`config.mk`:
```
export PLATFORM = sky130hd
export DESIGN_NAME = pes_header_parser
export DESIGN_NICKNAME = d
export VERILOG_FILES = /design/src/rtl/pesp_pkg.sv /design/src/rtl/pesp_out_buf.sv /design/src/rtl/pes_header_parser.sv
export SDC_FILE = /design/constraint.sdc
export NUM_CORES = 1
export LEC_CHECK = 0
export BUFFER_PORTS_ARGS = -buffer_cell sky130_fd_sc_hd__buf_4
export CAP_MARGIN = 20
export CELL_PAD_IN_SITES_DETAIL_PLACEMENT = 1
export CELL_PAD_IN_SITES_GLOBAL_PLACEMENT = 1
export CORE_MARGIN = 2
export CORE_UTILIZATION = 49
export DETAILED_ROUTE_END_ITERATION = 16
export PLACE_DENSITY_LB_ADDON = 0.1
export SYNTH_ARGS = -nofsm -noshare
export SYNTH_HDL_FRONTEND = slang
export SYNTH_SLANG_ARGS = --single-unit
```
`constraint.sdc`:
```
create_clock -name clk -period 9.3 [get_ports clk]
set_input_delay 0.465 -clock clk [delete_from_list [all_inputs] [get_ports clk]]
set_output_delay 0.465 -clock clk [all_outputs]
set_load 0.1 [all_outputs]
```
`src/rtl/pesp_pkg.sv`:
```
package pesp_pkg;

  // Result status codes.
  localparam logic STATUS_DONE  = 1'b0;
  localparam logic STATUS_TRUNC = 1'b1;

  // Stream kind codes.
  localparam logic [2:0] KIND_PRIV1   = 3'd0;
  localparam logic [2:0] KIND_PADDING = 3'd1;
  localparam logic [2:0] KIND_PRIV2   = 3'd2;
  localparam logic [2:0] KIND_AUDIO   = 3'd3;
  localparam logic [2:0] KIND_VIDEO   = 3'd4;
  localparam logic [2:0] KIND_INVALID = 3'd5;

  // Stream id values and ranges.
  localparam logic [7:0] ID_PRIV1     = 8'hBD;
  localparam logic [7:0] ID_PADDING   = 8'hBE;
  localparam logic [7:0] ID_PRIV2     = 8'hBF;
  localparam logic [7:0] ID_AUDIO_LO  = 8'hC0;
  localparam logic [7:0] ID_AUDIO_HI  = 8'hDF;
  localparam logic [7:0] ID_VIDEO_LO  = 8'hE0;
  localparam logic [7:0] ID_VIDEO_HI  = 8'hEF;

  // PTS/DTS indicator codes.
  localparam logic [1:0] TS_IND_PTS     = 2'd2;
  localparam logic [1:0] TS_IND_PTS_DTS = 2'd3;

  // Byte positions within the header.
  localparam int unsigned POS_W = 9;
  localparam logic [POS_W-1:0] POS_PREFIX_END = 9'd3;
  localparam logic [POS_W-1:0] POS_ID         = 9'd3;
  localparam logic [POS_W-1:0] POS_LEN_END    = 9'd6;
  localparam logic [POS_W-1:0] POS_FLAGS_END  = 9'd8;
  localparam logic [POS_W-1:0] POS_HDR_LEN    = 9'd8;
  localparam logic [POS_W-1:0] POS_TS         = 9'd9;
  localparam logic [POS_W-1:0] POS_PTS_DONE   = 9'd14;
  localparam logic [POS_W-1:0] POS_DTS_DONE   = 9'd19;
  localparam logic [POS_W-1:0] POS_MAX        = 9'd264;
  localparam logic [POS_W-1:0] TS_ONE_LEN     = 9'd5;

  typedef struct packed {
    logic [7:0] data_byte;
    logic       packet_start;
  } in_item_t;

  typedef struct packed {
    logic        status;
    logic [23:0] start_prefix;
    logic [7:0]  stream_id;
    logic [15:0] pes_length;
    logic [2:0]  stream_kind;
    logic        has_extension;
    logic [15:0] extension_flags;
    logic [7:0]  header_data_length;
    logic        pts_valid;
    logic [32:0] pts_value;
    logic        dts_valid;
    logic [32:0] dts_value;
  } out_item_t;

  // Header gathering state.
  typedef struct packed {
    logic [POS_W-1:0] pos;
    logic [23:0]      prefix;
    logic [7:0]       id;
    logic [15:0]      length;
    logic [15:0]      flags;
    logic [7:0]       hdr_len;
    logic [32:0]      pts;
    logic [32:0]      dts;
  } hdr_state_t;

  // Sort a stream id into its kind.
  function automatic logic [2:0] kind_of(input logic [7:0] id);
    logic [2:0] k;
    if (id == ID_PRIV1) k = KIND_PRIV1;
    else if (id == ID_PADDING) k = KIND_PADDING;
    else if (id == ID_PRIV2) k = KIND_PRIV2;
    else if (id >= ID_AUDIO_LO && id <= ID_AUDIO_HI) k = KIND_AUDIO;
    else if (id >= ID_VIDEO_LO && id <= ID_VIDEO_HI) k = KIND_VIDEO;
    else k = KIND_INVALID;
    return k;
  endfunction

  function automatic logic kind_has_ext(input logic [2:0] kind);
    return (kind == KIND_PRIV1) || (kind == KIND_AUDIO) || (kind == KIND_VIDEO);
  endfunction

  // Number of timestamp bytes that the indicator calls for.
  function automatic logic [3:0] ts_bytes(input logic [15:0] flags);
    logic [3:0] n;
    case (flags[7:6])
      TS_IND_PTS_DTS: n = 4'd10;
      TS_IND_PTS:     n = 4'd5;
      default:        n = 4'd0;
    endcase
    return n;
  endfunction

  // Fold byte k of a five-byte timestamp into the accumulator.
  function automatic logic [32:0] ts_shift(input logic [32:0] acc, input logic [2:0] k,
                                           input logic [7:0] b);
    logic [32:0] r;
    case (k)
      3'd0:    r = {30'd0, b[3:1]};
      3'd1:    r = {acc[24:0], b};
      3'd2:    r = {acc[25:0], b[7:1]};
      3'd3:    r = {acc[24:0], b};
      default: r = {acc[25:0], b[7:1]};
    endcase
    return r;
  endfunction

  // Position at which a header with an extension is complete.
  function automatic logic [POS_W-1:0] header_end(input logic [7:0] hdr_len,
                                                  input logic [15:0] flags);
    logic [3:0] tsb;
    logic [7:0] span;
    tsb  = ts_bytes(flags);
    span = (hdr_len > {4'd0, tsb}) ? hdr_len : {4'd0, tsb};
    return POS_TS + {1'b0, span};
  endfunction

  // Build a result record from the gathered state.
  function automatic out_item_t build_record(input logic status, input hdr_state_t st);
    out_item_t  r;
    logic [2:0] kind;
    logic       ext;
    logic [3:0] tsb;
    kind = kind_of(st.id);
    ext  = kind_has_ext(kind) && (st.pos >= POS_TS);
    tsb  = ext ? ts_bytes(st.flags) : 4'd0;
    r.status             = status;
    r.start_prefix       = st.prefix;
    r.stream_id          = st.id;
    r.pes_length         = st.length;
    r.stream_kind        = kind;
    r.has_extension      = ext;
    r.extension_flags    = st.flags;
    r.header_data_length = st.hdr_len;
    r.pts_valid          = ext && (tsb >= 4'd5) && (st.pos >= POS_PTS_DONE);
    r.pts_value          = r.pts_valid ? st.pts : 33'd0;
    r.dts_valid          = ext && (tsb >= 4'd10) && (st.pos >= POS_DTS_DONE);
    r.dts_value          = r.dts_valid ? st.dts : 33'd0;
    return r;
  endfunction

endpackage

```
`src/rtl/pesp_out_buf.sv`:
```
module pesp_out_buf
  import pesp_pkg::*;
(
  input  logic      clk,
  input  logic      rst_n,
  input  logic      push_valid,
  input  out_item_t push_data,
  output logic      push_ready,
  output logic      out_valid,
  input  logic      out_ready,
  output out_item_t out_item
);

  logic      main_valid_r, main_valid_nxt;
  out_item_t main_data_r, main_data_nxt;
  logic      skid_valid_r, skid_valid_nxt;
  out_item_t skid_data_r, skid_data_nxt;

  // A new item may be pushed whenever the skid entry is free.
  assign push_ready = !skid_valid_r;
  assign out_valid  = main_valid_r;
  assign out_item   = main_data_r;

  // Two-entry queue: the skid entry catches an item while the head is stalled.
  always_comb begin
    main_valid_nxt = main_valid_r;
    main_data_nxt  = main_data_r;
    skid_valid_nxt = skid_valid_r;
    skid_data_nxt  = skid_data_r;
    if (main_valid_r && !out_ready) begin
      if (push_valid) begin
        skid_valid_nxt = 1'b1;
        skid_data_nxt  = push_data;
      end
    end else if (skid_valid_r) begin
      main_valid_nxt = 1'b1;
      main_data_nxt  = skid_data_r;
      skid_valid_nxt = push_valid;
      skid_data_nxt  = push_data;
    end else begin
      main_valid_nxt = push_valid;
      main_data_nxt  = push_data;
    end
  end

  always_ff @(posedge clk) begin
    if (!rst_n) begin
      main_valid_r <= 1'b0;
      skid_valid_r <= 1'b0;
    end else begin
      main_valid_r <= main_valid_nxt;
      skid_valid_r <= skid_valid_nxt;
    end
  end

  always_ff @(posedge clk) begin
    main_data_r <= main_data_nxt;
    skid_data_r <= skid_data_nxt;
  end

endmodule

```
`src/rtl/pes_header_parser.sv`:
```
// PES header parser. Takes one byte of a PES packet per cycle while in_ready
// is high, with packet_start marking the first byte, and returns one record per
// header: prefix, stream id, length, stream kind, the extension bytes for
// private stream 1, audio and video, and the PTS/DTS when the indicator calls
// for them. A new packet_start before a header is complete returns a record
// with status 1 holding the fields gathered so far. The record is registered
// in the output queue once the byte that completes it is taken.
// Results leave through a two-entry output queue, so in_ready drops only when
// two records are waiting on out_ready. Bytes outside a header give no record.
module pes_header_parser
  import pesp_pkg::*;
(
  input  logic      clk,
  input  logic      rst_n,
  input  logic      in_valid,
  output logic      in_ready,
  input  in_item_t  in_item,
  output logic      out_valid,
  input  logic      out_ready,
  output out_item_t out_item
);

  logic       in_header_r, in_header_nxt;
  hdr_state_t st_r, st_nxt;
  logic       accept;
  logic       push_valid;
  logic       push_ready;
  out_item_t  push_data;
  logic [POS_W-1:0] ts_k;
  logic [POS_W-1:0] ts_k_dts;
  logic [3:0] tsb_cur;

  assign accept   = in_valid && in_ready;
  assign in_ready = push_ready;

  // Timestamp byte index for the current position.
  assign ts_k     = st_r.pos - POS_TS;
  assign ts_k_dts = ts_k - TS_ONE_LEN;
  assign tsb_cur  = ts_bytes(st_r.flags);

  // Field gathering and record generation for one byte.
  always_comb begin
    st_nxt        = st_r;
    in_header_nxt = in_header_r;
    push_valid    = 1'b0;
    push_data     = build_record(STATUS_TRUNC, st_r);
    if (accept) begin
      if (in_item.packet_start) begin
        push_valid     = in_header_r;
        st_nxt         = '0;
        st_nxt.prefix  = {16'd0, in_item.data_byte};
        st_nxt.pos     = 9'd1;
        in_header_nxt  = 1'b1;
      end else if (in_header_r) begin
        if (st_r.pos < POS_PREFIX_END) begin
          st_nxt.prefix = {st_r.prefix[15:0], in_item.data_byte};
        end else if (st_r.pos == POS_ID) begin
          st_nxt.id = in_item.data_byte;
        end else if (st_r.pos < POS_LEN_END) begin
          st_nxt.length = {st_r.length[7:0], in_item.data_byte};
        end else if (st_r.pos < POS_FLAGS_END) begin
          st_nxt.flags = {st_r.flags[7:0], in_item.data_byte};
        end else if (st_r.pos == POS_HDR_LEN) begin
          st_nxt.hdr_len = in_item.data_byte;
        end else if (ts_k < {5'd0, tsb_cur}) begin
          if (ts_k < TS_ONE_LEN) begin
            st_nxt.pts = ts_shift(st_r.pts, ts_k[2:0], in_item.data_byte);
          end else begin
            st_nxt.dts = ts_shift(st_r.dts, ts_k_dts[2:0], in_item.data_byte);
          end
        end
        st_nxt.pos = st_r.pos + 9'd1;
        // Short headers end after the length; others after the extension.
        if (((st_nxt.pos == POS_LEN_END) && !kind_has_ext(kind_of(st_nxt.id))) ||
            ((st_nxt.pos >= POS_TS) &&
             (st_nxt.pos >= header_end(st_nxt.hdr_len, st_nxt.flags)))) begin
          push_valid    = 1'b1;
          push_data     = build_record(STATUS_DONE, st_nxt);
          in_header_nxt = 1'b0;
        end
      end
    end
  end

  always_ff @(posedge clk) begin
    if (!rst_n) begin
      in_header_r <= 1'b0;
    end else begin
      in_header_r <= in_header_nxt;
    end
  end

  always_ff @(posedge clk) begin
    st_r <= st_nxt;
  end

  // Output queue.
  pesp_out_buf u_out_buf (
    .clk        (clk),
    .rst_n      (rst_n),
    .push_valid (push_valid),
    .push_data  (push_data),
    .push_ready (push_ready),
    .out_valid  (out_valid),
    .out_ready  (out_ready),
    .out_item   (out_item)
  );

  // A completed header leaves the parser idle; a truncated one starts anew.
  a_push_state: assert property (@(posedge clk) disable iff (!rst_n)
    push_valid |=> (in_header_r == $past(push_data.status)))
    else $error("parser state does not follow the record status");

  // The header position never runs past the longest possible header.
  a_pos_bound: assert property (@(posedge clk) disable iff (!rst_n)
    in_header_r |-> (st_r.pos <= POS_MAX))
    else $error("header position out of range");

  // Timestamps are only reported with a parsed extension.
  a_pts_ext: assert property (@(posedge clk) disable iff (!rst_n)
    (push_valid && push_data.pts_valid) |-> push_data.has_extension)
    else $error("PTS reported without extension");

  // A DTS is only reported together with a PTS.
  a_dts_pts: assert property (@(posedge clk) disable iff (!rst_n)
    (push_valid && push_data.dts_valid) |-> push_data.pts_valid)
    else $error("DTS reported without PTS");

endmodule

```
* Yosys cells after proc, flatten, opt, wreduce, memory -nomap -nowiden
Cells that the tools add are included.
Cells by class: multipliers 0, reductions and logical operators 39, equality and inequality tests 24, add/sub/neg operators 4, multiplexer cells 72, $lt $le $gt $ge 25, shifts and indexed selects 0, bitwise operators 0, divide/modulo/power cells 0
Operators with widths (count):
- two-way mux 145 bit | 8
- two-way mux 114 bit | 4
- two-way mux 33 bit | 6
- two-way mux 147 bit | 1
- two-way mux 66 bit | 2
- case mux 33 bit (2 select lines) | 2
- two-way mux 122 bit | 1
- two-way mux 106 bit | 1
- two-way mux 90 bit | 1
- two-way mux 74 bit | 1
- == test 8 bit (second input constant) | 6
- two-way mux 3 bit | 15
- greater-or-equal comparator 9 x 4 -> 1 bit (second input constant) | 4
- two-way mux 4 bit | 9
- greater-or-equal comparator 8 bit (second input constant) | 4
- <= comparator 8 bit (second input constant) | 4
- two-way mux 16 bit | 2
- two-way mux 24 bit | 1
- two-way mux 8 bit | 3
- greater-or-equal comparator 9 x 5 -> 1 bit (second input constant) | 2
- logical AND 1 bit | 18
- < comparator 9 x 3 -> 1 bit (second input constant) | 2
- case mux 4 bit (2 select lines) | 2
- == test 3 x 2 -> 1 bit (second input constant) | 5
- other kinds (25) | 60
Word-level totals: bits in read-only memories 0, input bits 13, memory bits (writable) 0, memories 0, output and inout port bits 147, word-level logic and storage cells 200, bits in latches 0, flip-flop bits (word level) 440

* Longest topological paths before layout
Gate-level depths: netlist of the first run.
word-level depth 50, depth in mapped cells 27

* Hierarchy
Synthesis of the first run repeated with hierarchy kept, for this count alone.
Unflattened totals: cells, all modules 1716, area, all modules 22002.4 um^2
By module, submodules not included:
- pes_header_parser | sequential area each 4434.3 um^2, times used 1, area each 11417.2 um^2, cells an instance 1255
- pesp_out_buf | sequential area each 8748.4 um^2, times used 1, area each 10585.2 um^2, cells an instance 461

* Worst setup path before layout of the first run
OpenSTA, ideal clock, no wires.
kind register -> register, start reg st_r[140] (netlist name), end reg u_out_buf.skid_data_r[0] (netlist name) (enable), path slack 1396 ps, buffers on the path 2, data required time 8797 ps, data arrival time 7401 ps, stages on the path, launching flop included 21, cell sequence edfxtp_1 buf_6 nor3_2 nand4_1 buf_2 mux2_2 ha_1 o221ai_1 a221oi_4 mux2_2 ha_1 nor2_1 mux2i_1 o311ai_1 or3_1 ha_1 o21a_1 o32ai_4 o21ai_0 o211a_1 a21o_1
On the way: word-level cells in the longest chain between the ends 28, elaborated cells between the ends (all ways) 60, classes of those cells add/sub (2); order compare (10); eq/ne (11); mux (27); reduce/logical (10)
Ends and longest elaborated chain:
- from (decl) | line pes_header_parser.sv:24 | hdr_state_t st_r, st_nxt;
- from (signal assigned) | line pes_header_parser.sv:94 | st_r <= st_nxt;
- parallel branches: the longest is 21 deep, another holds < comparator 9 x 4 -> 1 bit
- logical OR 1 bit * | line pes_header_parser.sv:74 | if (((st_nxt.pos == POS_LEN_END) && !kind_has_ext(kind_of(st_nxt.id))) ||
- two-way mux 1 bit * | line pes_header_parser.sv:74
- two-way mux 1 bit * | line pes_header_parser.sv:54 | end else if (in_header_r) begin
- two-way mux 1 bit * | line pes_header_parser.sv:48 | if (in_item.packet_start) begin
- two-way mux 1 bit * | line pes_header_parser.sv:47 | if (accept) begin
- inequality test 2 x 1 -> 1 bit (no line) *
- AND reduction 2 bit (no line) *
- to (signal assigned) | line pesp_out_buf.sv:58 | skid_data_r <= skid_data_nxt;
- to (decl) | line pesp_out_buf.sv:17 | out_item_t skid_data_r, skid_data_nxt;
Mark *: on every way between the ends. The select of a mux whose other input is x is not followed. A chain may end at the register's enable or synchronous reset.

* Worst setup path after layout of the first run
start reg st_r[143] (netlist name), end reg u_out_buf.main_data_r (netlist bit u_out_buf.out_item[25]), data pin
On the way: word-level cells in the longest chain between the ends 31, elaborated cells between the ends (all ways) 93, classes of those cells add/sub (3); order compare (17); eq/ne (12); mux (43); reduce/logical (18)
Ends and longest elaborated chain:
- parallel branches: the longest is 29 deep, another holds < comparator 9 x 4 -> 1 bit
- two-way mux 145 bit * | line pes_header_parser.sv:47
- two-way mux 145 bit * | line pesp_out_buf.sv:35 | end else if (skid_valid_r) begin
- to (signal assigned) | line pesp_out_buf.sv:57 | main_data_r <= main_data_nxt;
- to (decl) | line pesp_out_buf.sv:15 | out_item_t main_data_r, main_data_nxt;
Marked as above.

==> results of run 1 <==
[logic make-up (layout without fill, tap and decap cells)]
kind of cell    count (synthesis)  count (layout)  share of synthesized area (%)
fa+ha+maj                      23              23                           1.35
compound gates                488             488                           16.9
xor+xnor                       16              16                          0.659
simple gates                  632             632                           13.1
flops                         440             440                           62.0
mux                            55              55                           2.85
other cells                     0               2                              0
buf+inv                       156             302                           3.11
[cell type report]
cell class,instances,share of cell area [%]
antenna,2,0.0206
clock buffer,64,5.27
tap,585,3.01
sequential,440,54.2
clock inverter,23,0.545
timing repair buffer,185,5.87
multi-input combinational,1214,30.6
inverter,30,0.488
[final timing paths]
| check | slack, ns | endpoint | startpoint | cells past startpoint |
|---|---|---|---|---|
| worst max-delay path | 1.82 | u_out_buf.out_item[25] | st_r[143] | 21 |
| worst min-delay path | 0.13 | u_out_buf.out_valid | rst_n | 2 |
| worst max register to register | 1.82 | u_out_buf.out_item[25] | st_r[143] | 21 |
| worst min register to register | 0.54 | u_out_buf.out_item[83] | u_out_buf.skid_data_r[83] | 2 |
[synthesized netlist by cell type (5+ instances only)]
library cell / n
sky130_fd_sc_hd__a211oi_1: 8
sky130_fd_sc_hd__a21o_1: 76
sky130_fd_sc_hd__a21oi_1: 131
sky130_fd_sc_hd__a221o_1: 67
sky130_fd_sc_hd__a22o_1: 60
sky130_fd_sc_hd__a22oi_1: 7
sky130_fd_sc_hd__a31oi_1: 44
sky130_fd_sc_hd__and2_1: 7
sky130_fd_sc_hd__buf_1: 5
sky130_fd_sc_hd__buf_2: 20
sky130_fd_sc_hd__buf_6: 6
sky130_fd_sc_hd__clkbuf_1: 92
sky130_fd_sc_hd__edfxtp_1: 437
sky130_fd_sc_hd__ha_1: 23
sky130_fd_sc_hd__inv_1: 28
sky130_fd_sc_hd__mux2_2: 43
sky130_fd_sc_hd__mux2i_1: 11
sky130_fd_sc_hd__nand2_1: 384
sky130_fd_sc_hd__nand2b_1: 5
sky130_fd_sc_hd__nand3_1: 19
sky130_fd_sc_hd__nor2_1: 111
sky130_fd_sc_hd__nor2b_1: 62
sky130_fd_sc_hd__nor3_1: 8
sky130_fd_sc_hd__o21a_1: 7
sky130_fd_sc_hd__o21ai_0: 23
sky130_fd_sc_hd__o21ai_1: 5
sky130_fd_sc_hd__o2bb2ai_1: 13
sky130_fd_sc_hd__o31ai_1: 8
sky130_fd_sc_hd__or3_1: 7
sky130_fd_sc_hd__xnor2_1: 8
sky130_fd_sc_hd__xor2_1: 8
[layout by cell type, fill, tap and decap left out, types with 8 or more instances in the layout]
master / count
sky130_fd_sc_hd__a21o_1: 75
sky130_fd_sc_hd__edfxtp_1: 437
sky130_fd_sc_hd__ha_1: 23
sky130_fd_sc_hd__o2bb2ai_1: 13
sky130_fd_sc_hd__a221o_1: 67
sky130_fd_sc_hd__inv_1: 27
sky130_fd_sc_hd__nor2_1: 111
sky130_fd_sc_hd__buf_4: 182
sky130_fd_sc_hd__a31oi_1: 44
sky130_fd_sc_hd__mux2i_1: 11
sky130_fd_sc_hd__clkbuf_1: 15
sky130_fd_sc_hd__nor3_1: 8
sky130_fd_sc_hd__xor2_1: 8
sky130_fd_sc_hd__a21oi_1: 129
sky130_fd_sc_hd__nand2_1: 384
sky130_fd_sc_hd__a22o_1: 60
sky130_fd_sc_hd__mux2_2: 43
sky130_fd_sc_hd__o31ai_1: 8
sky130_fd_sc_hd__nor2b_1: 62
sky130_fd_sc_hd__xnor2_1: 8
sky130_fd_sc_hd__clkinv_1: 14
sky130_fd_sc_hd__o21ai_0: 23
sky130_fd_sc_hd__a211oi_1: 8
sky130_fd_sc_hd__clkbuf_16: 49
sky130_fd_sc_hd__nand3_1: 19
[state kept, by name, indices dropped and copies added (netlist names)]
name	cells
in_header_r	1
u_out_buf.out_valid	1
u_out_buf.out_item	145
u_out_buf.skid_data_r	145
u_out_buf.skid_valid_r	1
st_r	147
[stage by stage]
stage | cell area [um^2] | power [W] | hold WS, ns | setup WS (ns)
floorplan | 21300 | 0.00280 | 0.497 | 1.40
global placement | 22900 | 0.00294 | 0.507 | 2.27
detailed placement | 22900 | 0.00296 | 0.522 | 1.91
CTS | 24300 | 0.00472 | 0.107 | 1.89
global route | 24300 | 0.00483 | 0.129 | 1.36
finish | 24300 | 0.00469 | 0.132 | 1.82
[metal layers]
metal  vias to the layer above  part of all wire, %
met5                         -                    0
met4                         0                  1.6
met3                        67                  4.9
met2                       420                   49
met1                      7845                   44
li1                       6976                    -
[where the power goes]
group	switching (W)	internal, W
Sequential	0.0000630	0.00226
Combinational	0.000443	0.000152
Clock	0.000784	0.000992
Total	0.00129	0.00340
==> results.txt, run 1 <==
----------------------------------------------------
[Synth]
  Fraction of synthesized cell area taken by the top area cell type ... 61.7%
  Cell Area, Synth ... between 20000 and 25000 um^2
  Dominant synthesized flop cell ... sky130_fd_sc_hd__edfxtp_1
  Count of flip-flops with a built-in enable after synthesis ... between 400 and 500
  Cell accounting for the most synthesized area ... sky130_fd_sc_hd__edfxtp_1
  Share of synthesized flip-flops with an asynchronous set or reset ... 0%
  Distinct cell type count of the synthesized netlist ... 78
  Post-synthesis sequential area ratio ... ~62%
  Number of nets produced by synthesis ... 1846
  Biggest area contributors in the synthesized netlist ... sky130_fd_sc_hd__edfxtp_1 62%, sky130_fd_sc_hd__nand2_1 6.8%, sky130_fd_sc_hd__a221o_1 3.2%
  Number of warnings printed during yosys synthesis ... 0
  Post-synthesis cell count ... approximately 1800
  Synth Area per Inst ... around 12 um^2
  Number of flip-flops and latches in the synthesized netlist ... 440

[Die]
  Count of standard-cell rows ... 76
  Top Ports ... 160
  Vertical die dimension ... 212 um
  Area of the die ... 45100 um^2
  Core region area ... 43000 um^2
  Horizontal die dimension ... 212 um
  Initial core utilization ... 49.5%

[Global routing]
  Number of antenna violations at the first check in global routing ... 3
  Global-route wire length before repair ... 92.7 mm
  Total routing usage reported by global routing ... 26.8%
  Global-route layer with the greatest usage ... met2
  Number of global-route vias before repair ... 15700
  Largest net degree at the start of global routing ... 91
  Met3 capacity usage during global routing ... between 3 and 4%
  Congestion Overflow GR ... 0
  Met1 layer usage reported by global route ... between 30% and 40%
  Met2 Resource Use GR ... 44.7%

[CTS]
  Number of hold-repair buffers added at the cts stage ... 0
  Number of buffers inserted during clock tree synthesis ... 48
  Maximum buffer depth of the clock tree ... 3
  Number of setup buffers added after CTS ... 0
  Clock tree root buffer cell ... sky130_fd_sc_hd__clkbuf_16
  Clock sinks ... 440
  CTS tree ... built
  Post_cts resized ... 0
  Clock latency at the later pin of the worst-skew pair ... 0.59 ns
  Clock slew at reported path FFs ... 0.06 ns
  Clock H-tree levels ... 2

[Route]
  Vias/cell ... 6.02
  Total via count in the routed design ... 15300
  Routed length per instance ... 23.8 um
  Wire length after detailed routing ... 60.5 mm
  Number of optimization iterations in the first detailed-route pass ... 5
  Number of DRC markers in iteration 0 ... 1230
  Post-route DRC ... 0
  Remaining antenna violation count after routing ... 0

[Critical path]
  Kind of cell with the highest combined delay on the critical path ... compound AO/OA/AOI/OAI gates
  Buf/Inv on CP ... 1
  Critical-path top delay cell ... sky130_fd_sc_hd__a21oi_2
  Required time of the worst setup path ... 9.74 ns
  Setup CP Type ... reg2reg
  Top fanout value on the critical path ... 19
  Capturing element type of the critical path ... flop
  Cell repeated most along the worst path ... sky130_fd_sc_hd__ha_1
  Cells traversed along the worst timing path ... nor4_4 > nand2_2 > a31oi_1 > ha_1 > o21a_1 > a221oi_4 > mux2_2 > ha_1 > nor2_1 > mux2i_1 > o311ai_1 > xnor2_1 > ha_1 > a21o_1 > a2111oi_0 > o21a_1 > or3_1 > nand4b_2 > a21oi_2 > buf_4 > a221o_1
  Delay contributed by the slowest stage of the critical path ... 0.84 ns
  Setup crit start kind ... flop
  WP data arrival ... a little under 8 ns

[Run status]
  Run status ... finished, final reports clean

[Timing]
  Slew Limit Headroom ... 29.0%
  Maximum frequency from static timing analysis ... 134 MHz
  Worst Clk Skew ... 0.0231 ns
  Worst Max-Slew Pin Slew ... around 1.1 ns
  Post-layout min period ... 7.48 ns
  Unrepaired setup endpoints after global routing ... no
  Final setup vio count ... 0
  Final total negative setup slack ... 0 ns
  Final period utilization ... around four fifths
  Number of slew-limit violations in the final report ... 0
  Final hold violation count ... 0

[Power and ir drop]
  Power density cells ... 193 nW/um^2
  Leak pwr ... between 9 and 10 nW
  Largest voltage drop on the vdd net ... 126 uV

[Run]
  Maximum capacitance violations ... 0

[Final layout]
  Footprint of the multi-input gates ... 7450 um^2
  Fill cell total of the finished layout ... 4458
  # nets final ... 1955
  Flip-flop and latch area ... 13200 um^2
  Share of final-layout standard cells stronger than drive strength 1 ... 16.3%
  Non-Filler Instances ... 2543
  Area growth from synthesis to layout ... 14.5%
  Final core occ ... 56.6%

[Placement]
  HPWL after detailed placement ... 36.4 mm
  Placed Instances ... 2453
  Number of buffers added on ports ... 159
  RD Place Congestion ... 0.883

[Hold path]
  Class of the most critical hold timing path ... in2reg

----------------------------------------------------
Power figures use the tool's default switching activity.
==> run 2, diff against run 1 <==
CORE_UTILIZATION = 44   (was 49)
clock period = 6.4 ns   (was 9.3 ns; I/O delays follow)
==> run 2 against run 1 <==
Non-clock buffer count grew 25; sequential power grew 45%; die area grew 11%; clock power grew 51%; first-iteration DRC count shrank 12%; cell area grew 1.8%; critical path type unchanged; highest routed layer unchanged.
==> results.txt, run 2 (synthesis results as in run 1) <==
----------------------------------------------------
[Run status]
  Run status ... finished, final reports clean (unchanged)

[Timing]
  Final hold violation count ... 0 (unchanged)
  Slew Limit Headroom ... 30.8% (was 29.0%)
  Final setup vio count ... 0 (unchanged)
  Worst Clk Skew ... 0.0219 ns (was 0.0231 ns)
  Minimum hold slack ... 0.132 ns (about the same)
  Number of slew-limit violations in the final report ... 0 (unchanged)
  Worst Max-Slew Pin Slew ... 1.04 ns (was 1.06 ns)
  Final total negative setup slack ... 0 ns (unchanged)
  Maximum frequency from static timing analysis ... 164 MHz (was 134 MHz)
  Final period utilization ... 95.3% (was 80.4%)
  Post-layout min period ... 6.10 ns (was 7.48 ns)

[Die]
  Count of standard-cell rows ... 80 (was 76)
  Top Ports ... 160 (unchanged)
  Initial core utilization ... 44.5% (was 49.5%)
  Horizontal die dimension ... 224 um (was 212 um)
  Area of the die ... 50100 um^2 (was 45100 um^2)
  Core region area ... 47700 um^2 (was 43000 um^2)
  Vertical die dimension ... 224 um (was 212 um)

[CTS]
  Clock sinks ... 440 (unchanged)
  Clock tree root buffer cell ... sky130_fd_sc_hd__clkbuf_16 (unchanged)
  Clock slew at reported path FFs ... 0.06 ns (about the same)
  Clock H-tree levels ... 2 (unchanged)
  Number of buffers inserted during clock tree synthesis ... 49 (was 48)
  Maximum buffer depth of the clock tree ... 3 (unchanged)
  Clock latency at the later pin of the worst-skew pair ... 0.59 ns (about the same)
  CTS tree ... built (unchanged)

[Power and ir drop]
  Largest voltage drop on the vdd net ... 171 uV (was 126 uV)
  Leak pwr ... 10.1 nW (was 9.86 nW)
  Power density cells ... 280 nW/um^2 (was 193 nW/um^2)

[Final layout]
  Flip-flop and latch area ... 13200 um^2 (unchanged)
  Footprint of the multi-input gates ... 7470 um^2 (was 7450 um^2)
  Fin area ... 24800 um^2 (was 24300 um^2)
  Number of diodes ... 0 (was 2)
  Number of flip-flops under the largest register name ... 147 (unchanged)
  Fill cell total of the finished layout ... 4938 (was 4458)
  # nets final ... 1981 (was 1955)
  Highest-count cells in the layout ignoring fill and taps ... 437 x sky130_fd_sc_hd__edfxtp_1, 384 x sky130_fd_sc_hd__nand2_1, 198 x sky130_fd_sc_hd__buf_4 (was 437 x sky130_fd_sc_hd__edfxtp_1, 384 x sky130_fd_sc_hd__nand2_1, 182 x sky130_fd_sc_hd__buf_4)
  Commonest non-fill, non-tap cell in the layout ... sky130_fd_sc_hd__edfxtp_1 (unchanged)
  Most flop-heavy register ... st_r (unchanged)
  Non-Filler Instances ... 2600 (was 2543)
  Share of final-layout standard cells stronger than drive strength 1 ... 17.9% (was 16.3%)
  Final core occ ... 51.9% (was 56.6%)
  Area growth from synthesis to layout ... 16.5% (was 14.5%)

[Critical path]
  Required time of the worst setup path ... 6.85 ns (was 9.74 ns)
  Destination of the critical timing path ... u_out_buf.out_item[63] (was u_out_buf.out_item[25])
  Origin of the critical flop-to-flop path ... st_r[146] (was st_r[143])
  Cell repeated most along the worst path ... sky130_fd_sc_hd__ha_1 (unchanged)
  Critical-path top delay cell ... sky130_fd_sc_hd__or4_4 (was sky130_fd_sc_hd__a21oi_2)
  Kind of cell with the highest combined delay on the critical path ... compound AO/OA/AOI/OAI gates (unchanged)
  Destination of the worst register-to-register timing path ... u_out_buf.out_item[63] (was u_out_buf.out_item[25])
  Setup crit start kind ... flop (unchanged)
  Count of cells along the worst register-to-register path ... 22 (was 21)
  Cells traversed along the worst timing path ... nor4_4 > nand2_2 > nor2_1 > a31oi_4 > ha_1 > o221ai_1 > a221oi_4 > mux2_2 > ha_1 > nor2_1 > mux2i_1 > o311ai_1 > xnor2_1 > ha_1 > a21o_1 > a2111oi_1 > o21a_2 > nor3_1 > or4_4 > a21oi_4 > buf_12 > a221o_1 (was nor4_4 > nand2_2 > a31oi_1 > ha_1 > o21a_1 > a221oi_4 > mux2_2 > ha_1 > nor2_1 > mux2i_1 > o311ai_1 > xnor2_1 > ha_1 > a21o_1 > a2111oi_0 > o21a_1 > or3_1 > nand4b_2 > a21oi_2 > buf_4 > a221o_1)
  Top fanout value on the critical path ... 33 (was 19)
  Delay contributed by the slowest stage of the critical path ... 0.59 ns (was 0.84 ns)
  R2R Setup Slk ... 0.30 ns (was 1.82 ns)
  Setup CP Type ... reg2reg (unchanged)
  Buf/Inv on CP ... 1 (unchanged)
  Startpoint of the worst setup timing path ... st_r[146] (was st_r[143])
  WP data arrival ... 6.55 ns (was 7.92 ns)
  Capturing element type of the critical path ... flop (unchanged)
  Total stage count of the critical path ... 22 (was 21)

[Global routing]
  Total routing usage reported by global routing ... 23.8% (was 26.8%)
  Global-route wire length before repair ... 92.7 mm (about the same)
  Congestion Overflow GR ... 0 (unchanged)
  Number of antenna violations at the first check in global routing ... 0 (was 3)
  Largest net degree at the start of global routing ... 97 (was 91)
  Number of global-route vias before repair ... 15800 (was 15700)

[Route]
  Number of DRC markers in iteration 0 ... 1083 (was 1230)
  Number of optimization iterations in the first detailed-route pass ... 4 (was 5)
  Wire length after detailed routing ... 60.1 mm (was 60.5 mm)
  Vias/cell ... 5.84 (was 6.02)
  Post-route DRC ... 0 (unchanged)
  Total via count in the routed design ... 15200 (was 15300)
  Remaining antenna violation count after routing ... 0 (unchanged)
  Routed length per instance ... 23.1 um (was 23.8 um)

[Placement]
  Number of buffers added on ports ... 159 (unchanged)
  Placed Instances ... 2505 (was 2453)
  HPWL after detailed placement ... 37.3 mm (was 36.4 mm)
  RD Place Congestion ... 0.870 (was 0.883)
  Post-place instance area ... 23200 um^2 (was 22900 um^2)

[Hold path]
  Class of the most critical hold timing path ... in2reg (unchanged)
  Number of instances on the worst hold path ... 3 (was 2)

[Run]
  Maximum capacitance violations ... 0 (unchanged)

----------------------------------------------------
run 2: cell types whose count changed in the layout (fill, tap and decap cells not counted), sizes merged:
cell,delta
diode,-2
bufinv,+1
buf,+24
clkbuf,-6
clkinvlp,-1
clkinv,+10
dlygate4sd3,+1
run 2: worst min-delay path by stage:
stage	end	slack (ns)	from
6_report	u_out_buf.skid_valid_r	0.13	out_ready
5_1_grt	u_out_buf.skid_valid_r	0.13	out_ready
4_1_cts	u_out_buf.skid_valid_r	0.11	out_ready
3_5_place_dp	u_out_buf.out_item[72]	0.52	u_out_buf.skid_data_r[72]
3_3_place_gp	u_out_buf.out_item[67]	0.53	u_out_buf.skid_data_r[67]
2_1_floorplan	u_out_buf.out_valid	0.45	rst_n
run 2: timing repair:
| item | 4_1_cts | 5_1_grt |
|---|---|---|
| hold buffers | 1 | 0 |
| gates resized for setup | 0 | 4 |
| endpoints found under the hold margin | 3 | 0 |
| endpoints found under the setup margin | 0 | 429 |
| setup buffers | 0 | 3 |
run 2: metrics by stage:
| stage | worst slack, ns | power (W) |
|---|---|---|
| finish | 0.299 | 0.00693 |
| global route | -0.0899 | 0.00715 |
| CTS | 0.0607 | 0.00699 |
| detailed placement | 0.0745 | 0.00430 |
| global placement | 0.396 | 0.00429 |
| floorplan | 0.536 | 0.00407 |
run 2: worst reg2reg max path, stage by stage (launching register included):
cell	delay [ns]
sky130_fd_sc_hd__edfxtp_1	0.51
sky130_fd_sc_hd__nor4_4	0.46
sky130_fd_sc_hd__nand2_2	0.18
sky130_fd_sc_hd__nor2_1	0.23
sky130_fd_sc_hd__a31oi_4	0.08
sky130_fd_sc_hd__ha_1	0.35
sky130_fd_sc_hd__o221ai_1	0.20
sky130_fd_sc_hd__a221oi_4	0.38
sky130_fd_sc_hd__mux2_2	0.41
sky130_fd_sc_hd__ha_1	0.23
sky130_fd_sc_hd__nor2_1	0.14
sky130_fd_sc_hd__mux2i_1	0.11
sky130_fd_sc_hd__o311ai_1	0.14
sky130_fd_sc_hd__xnor2_1	0.12
sky130_fd_sc_hd__ha_1	0.20
sky130_fd_sc_hd__a21o_1	0.18
sky130_fd_sc_hd__a2111oi_1	0.45
sky130_fd_sc_hd__o21a_2	0.31
sky130_fd_sc_hd__nor3_1	0.10
sky130_fd_sc_hd__or4_4	0.59
sky130_fd_sc_hd__a21oi_4	0.17
sky130_fd_sc_hd__buf_12	0.24
sky130_fd_sc_hd__a221o_1	0.19
run 2: final cells by class:
type | count | share of cell area [%]
Multi-Input combinational cell | 1214 | 30.2
Inverter | 30 | 0.485
Clock buffer | 58 | 5.26
Sequential cell | 440 | 53.2
Tap cell | 615 | 3.11
Clock inverter | 33 | 0.798
Timing Repair Buffer | 210 | 6.93
run 2: per-layer routing:
metal | wire, um | track usage [%] | share of wire [%] | vias to the layer above
li1 | - | - | - | 7035
met1 | 27100 | 32.3 | 45 | 7748
met2 | 29400 | 40.3 | 49 | 317
met3 | 2310 | 3.73 | 3.8 | 81
met4 | 1220 | 5.81 | 2.0 | 0
met5 | 0 | 0 | 0 | -
run 2: power by group:
group / switching, W / total [W] / internal [W]
combinational: 0.000647 / 0.000875 / 0.000227
clock: 0.00116 / 0.00268 / 0.00152
sequential: 0.0000888 / 0.00337 / 0.00328
==> run 3, diff against run 2 <==
MAX_ROUTING_LAYER = met4   (was default)
==> run 3 against run 2 <==
Clock skew down 0.0097 ns; cell area fell by 0.23%; maximum frequency increased by 2.0%; critical path type unchanged; clock power is 2% lower; worst hold slack got worse by 0.0064 ns; setup slack better by 0.12 ns; largest power group unchanged; combinational power barely moved.
==> results.txt, run 3 (synthesis results as in run 1) <==
----------------------------------------------------
[Global routing]
  Number of global-route vias before repair ... 15700 (was 15800)
  Total routing usage reported by global routing ... 24.8% (was 23.8%)
  Largest net degree at the start of global routing ... 85 (was 97)
  Congestion Overflow GR ... 0 (unchanged)
  Number of antenna violations at the first check in global routing ... 1 (was 0)
  Global-route wire length before repair ... 93.5 mm (was 92.7 mm)

[CTS]
  Number of buffers inserted during clock tree synthesis ... 49 (unchanged)
  Clock latency at the later pin of the worst-skew pair ... 0.58 ns (was 0.59 ns)
  Maximum buffer depth of the clock tree ... 3 (unchanged)
  CTS tree ... built (unchanged)
  Clock tree root buffer cell ... sky130_fd_sc_hd__clkbuf_16 (unchanged)
  Clock H-tree levels ... 2 (unchanged)
  Clock slew at reported path FFs ... 0.06 ns (about the same)
  Clock sinks ... 440 (unchanged)

[Final layout]
  Highest-count cells in the layout ignoring fill and taps ... 437 x sky130_fd_sc_hd__edfxtp_1, 384 x sky130_fd_sc_hd__nand2_1, 197 x sky130_fd_sc_hd__buf_4 (was 437 x sky130_fd_sc_hd__edfxtp_1, 384 x sky130_fd_sc_hd__nand2_1, 198 x sky130_fd_sc_hd__buf_4)
  Share of final-layout standard cells stronger than drive strength 1 ... 17.3% (was 17.9%)
  Number of flip-flops under the largest register name ... 147 (unchanged)
  Area growth from synthesis to layout ... 16.2% (was 16.5%)
  Most flop-heavy register ... st_r (unchanged)
  # nets final ... 1980 (was 1981)
  Number of diodes ... 0 (unchanged)
  Commonest non-fill, non-tap cell in the layout ... sky130_fd_sc_hd__edfxtp_1 (unchanged)

[Power and ir drop]
  Largest voltage drop on the vdd net ... 187 uV (was 171 uV)
  Leak pwr ... 10.0 nW (was 10.1 nW)
  Power density cells ... 278 nW/um^2 (was 280 nW/um^2)

[Die]
  Top Ports ... 160 (unchanged)
  Core region area ... 47700 um^2 (unchanged)
  Count of standard-cell rows ... 80 (unchanged)
  Initial core utilization ... 44.5% (unchanged)
  Vertical die dimension ... 224 um (unchanged)
  Horizontal die dimension ... 224 um (unchanged)
  Area of the die ... 50100 um^2 (unchanged)

[Timing]
  Worst Clk Skew ... 0.0122 ns (was 0.0219 ns)
  Final hold violation count ... 0 (unchanged)
  Maximum frequency from static timing analysis ... 167 MHz (was 164 MHz)
  Post-layout min period ... 5.98 ns (was 6.10 ns)
  Final worst setup slack ... 0.421 ns (was 0.299 ns)
  Number of slew-limit violations in the final report ... 0 (unchanged)
  Final setup vio count ... 0 (unchanged)
  Final total negative setup slack ... 0 ns (unchanged)
  Slew Limit Headroom ... 25.1% (was 30.8%)
  Final period utilization ... 93.4% (was 95.3%)
  Worst Max-Slew Pin Slew ... 1.12 ns (was 1.04 ns)
  Unrepaired setup endpoints after global routing ... no

[Hold path]
  Class of the most critical hold timing path ... in2reg (unchanged)
  Number of instances on the worst hold path ... 3 (unchanged)

[Route]
  Number of optimization iterations in the first detailed-route pass ... 5 (was 4)
  Number of DRC markers in iteration 0 ... 990 (was 1083)
  Vias/cell ... 5.84 (about the same)
  Remaining antenna violation count after routing ... 0 (unchanged)
  Total via count in the routed design ... 15200 (about the same)
  Wire length after detailed routing ... 60.8 mm (was 60.1 mm)
  Routed length per instance ... 23.4 um (was 23.1 um)
  Post-route DRC ... 0 (unchanged)

[Placement]
  RD Place Congestion ... 0.865 (was 0.870)
  Number of buffers added on ports ... 159 (unchanged)
  Pre-CTS worst setup slack ... 0.217 ns (was 0.0745 ns)
  HPWL after detailed placement ... 37.3 mm (about the same)

[Critical path]
  Cells traversed along the worst timing path ... nor3_2 > nand4_1 > mux2_2 > ha_1 > o221ai_1 > a221oi_4 > mux2_2 > ha_1 > nor2_1 > mux2i_1 > o311ai_1 > xnor2_1 > ha_1 > a21o_1 > a2111oi_0 > o21a_2 > nor3_1 > buf_4 > o21ai_1 > buf_4 > nand2_1 > a2bb2oi_1 (was nor4_4 > nand2_2 > nor2_1 > a31oi_4 > ha_1 > o221ai_1 > a221oi_4 > mux2_2 > ha_1 > nor2_1 > mux2i_1 > o311ai_1 > xnor2_1 > ha_1 > a21o_1 > a2111oi_1 > o21a_2 > nor3_1 > or4_4 > a21oi_4 > buf_12 > a221o_1)
  Kind of cell with the highest combined delay on the critical path ... compound AO/OA/AOI/OAI gates (unchanged)
  Critical-path top delay cell ... sky130_fd_sc_hd__edfxtp_1 (was sky130_fd_sc_hd__or4_4)
  Delay contributed by the slowest stage of the critical path ... 0.52 ns (was 0.59 ns)
  Count of cells along the worst register-to-register path ... 22 (unchanged)
  Top fanout value on the critical path ... 15 (was 33)
  Buf/Inv on CP ... 2 (was 1)
  WP data arrival ... 6.31 ns (was 6.55 ns)
  Required time of the worst setup path ... 6.73 ns (was 6.85 ns)
  Capturing element type of the critical path ... flop (unchanged)
  Setup CP Type ... reg2reg (unchanged)
  Total stage count of the critical path ... 22 (unchanged)
  Cell repeated most along the worst path ... sky130_fd_sc_hd__ha_1 (unchanged)
  Setup crit start kind ... flop (unchanged)

[Run]
  Maximum capacitance violations ... 0 (unchanged)

[Run status]
  Run status ... finished, final reports clean (unchanged)

----------------------------------------------------
-- run 3: area by class of cell --
| class | instances | area [um^2] |
|---|---|---|
| Fill cell | 4959 | 23000 |
| Sequential cell | 440 | 13200 |
| Multi-Input combinational cell | 1214 | 7460 |
| Timing Repair Buffer | 209 | 1710 |
| Clock buffer | 66 | 1330 |
| Tap cell | 615 | 769 |
| Clock inverter | 24 | 126 |
| Inverter | 30 | 121 |
-- run 3: routing by layer --
| metal | vias to the layer above | global-route usage, % | wire length (um) |
|---|---|---|---|
| li1 | 7028 | - | - |
| met1 | 7721 | 33.0 | 27200 |
| met2 | 341 | 40.4 | 29800 |
| met3 | 73 | 3.17 | 2470 |
| met4 | 0 | 6.43 | 1240 |
| met5 | - | - | 0 |
-- run 3: worst paths after layout --
path / start / slack (ns) / end
hold / removal: out_ready / 0.13 / u_out_buf.skid_valid_r
hold reg to reg: u_out_buf.skid_data_r[83] / 0.53 / u_out_buf.out_item[83]
setup / recovery: st_r[140] / 0.42 / u_out_buf.out_item[90]
setup reg to reg: st_r[140] / 0.42 / u_out_buf.out_item[90]
-- run 3: where the power goes --
group          leakage [nW]  switching (W)  internal [W]  total, W
Clock                 0.709        0.00114       0.00149   0.00263
Combinational          4.78       0.000649      0.000228  0.000878
Sequential             4.54      0.0000861       0.00328   0.00337
Total                  10.0        0.00188       0.00500   0.00688
-- run 3: worst register-to-register path: stages, from the launching register on --
cell and delay (ns):
sky130_fd_sc_hd__edfxtp_1 0.52, sky130_fd_sc_hd__nor3_2 0.36, sky130_fd_sc_hd__nand4_1 0.21, sky130_fd_sc_hd__mux2_2 0.39, sky130_fd_sc_hd__ha_1 0.32, sky130_fd_sc_hd__o221ai_1 0.19
sky130_fd_sc_hd__a221oi_4 0.32, sky130_fd_sc_hd__mux2_2 0.39, sky130_fd_sc_hd__ha_1 0.22, sky130_fd_sc_hd__nor2_1 0.11, sky130_fd_sc_hd__mux2i_1 0.10, sky130_fd_sc_hd__o311ai_1 0.14
sky130_fd_sc_hd__xnor2_1 0.13, sky130_fd_sc_hd__ha_1 0.21, sky130_fd_sc_hd__a21o_1 0.17, sky130_fd_sc_hd__a2111oi_0 0.40, sky130_fd_sc_hd__o21a_2 0.29, sky130_fd_sc_hd__nor3_1 0.09
sky130_fd_sc_hd__buf_4 0.16, sky130_fd_sc_hd__o21ai_1 0.23, sky130_fd_sc_hd__buf_4 0.27, sky130_fd_sc_hd__nand2_1 0.10, sky130_fd_sc_hd__a2bb2oi_1 0.39
-- run 3: per-stage QoR --
| stage | std cells | cell area, um^2 | hold WS (ns) | utilization (%) | power, W |
|---|---|---|---|---|---|
| floorplan | 1810 | 21300 | 0.448 | - | 0.00407 |
| global placement | 2506 | 23200 | 0.505 | 48.6 | 0.00429 |
| detailed placement | 2506 | 23200 | 0.517 | 48.6 | 0.00431 |
| CTS | 2597 | 24700 | 0.0955 | 51.7 | 0.00694 |
| global route | 2598 | 24700 | 0.127 | 51.8 | 0.00709 |
| finish | 2598 | 24700 | 0.126 | 51.8 | 0.00688 |
-- run 3: what timing repair did --
item	4_1_cts	5_1_grt
setup endpoints to repair	0	376
endpoints found under the hold margin	3	0
resized for setup	0	3
setup buffers	0	1
hold buffers	1	0
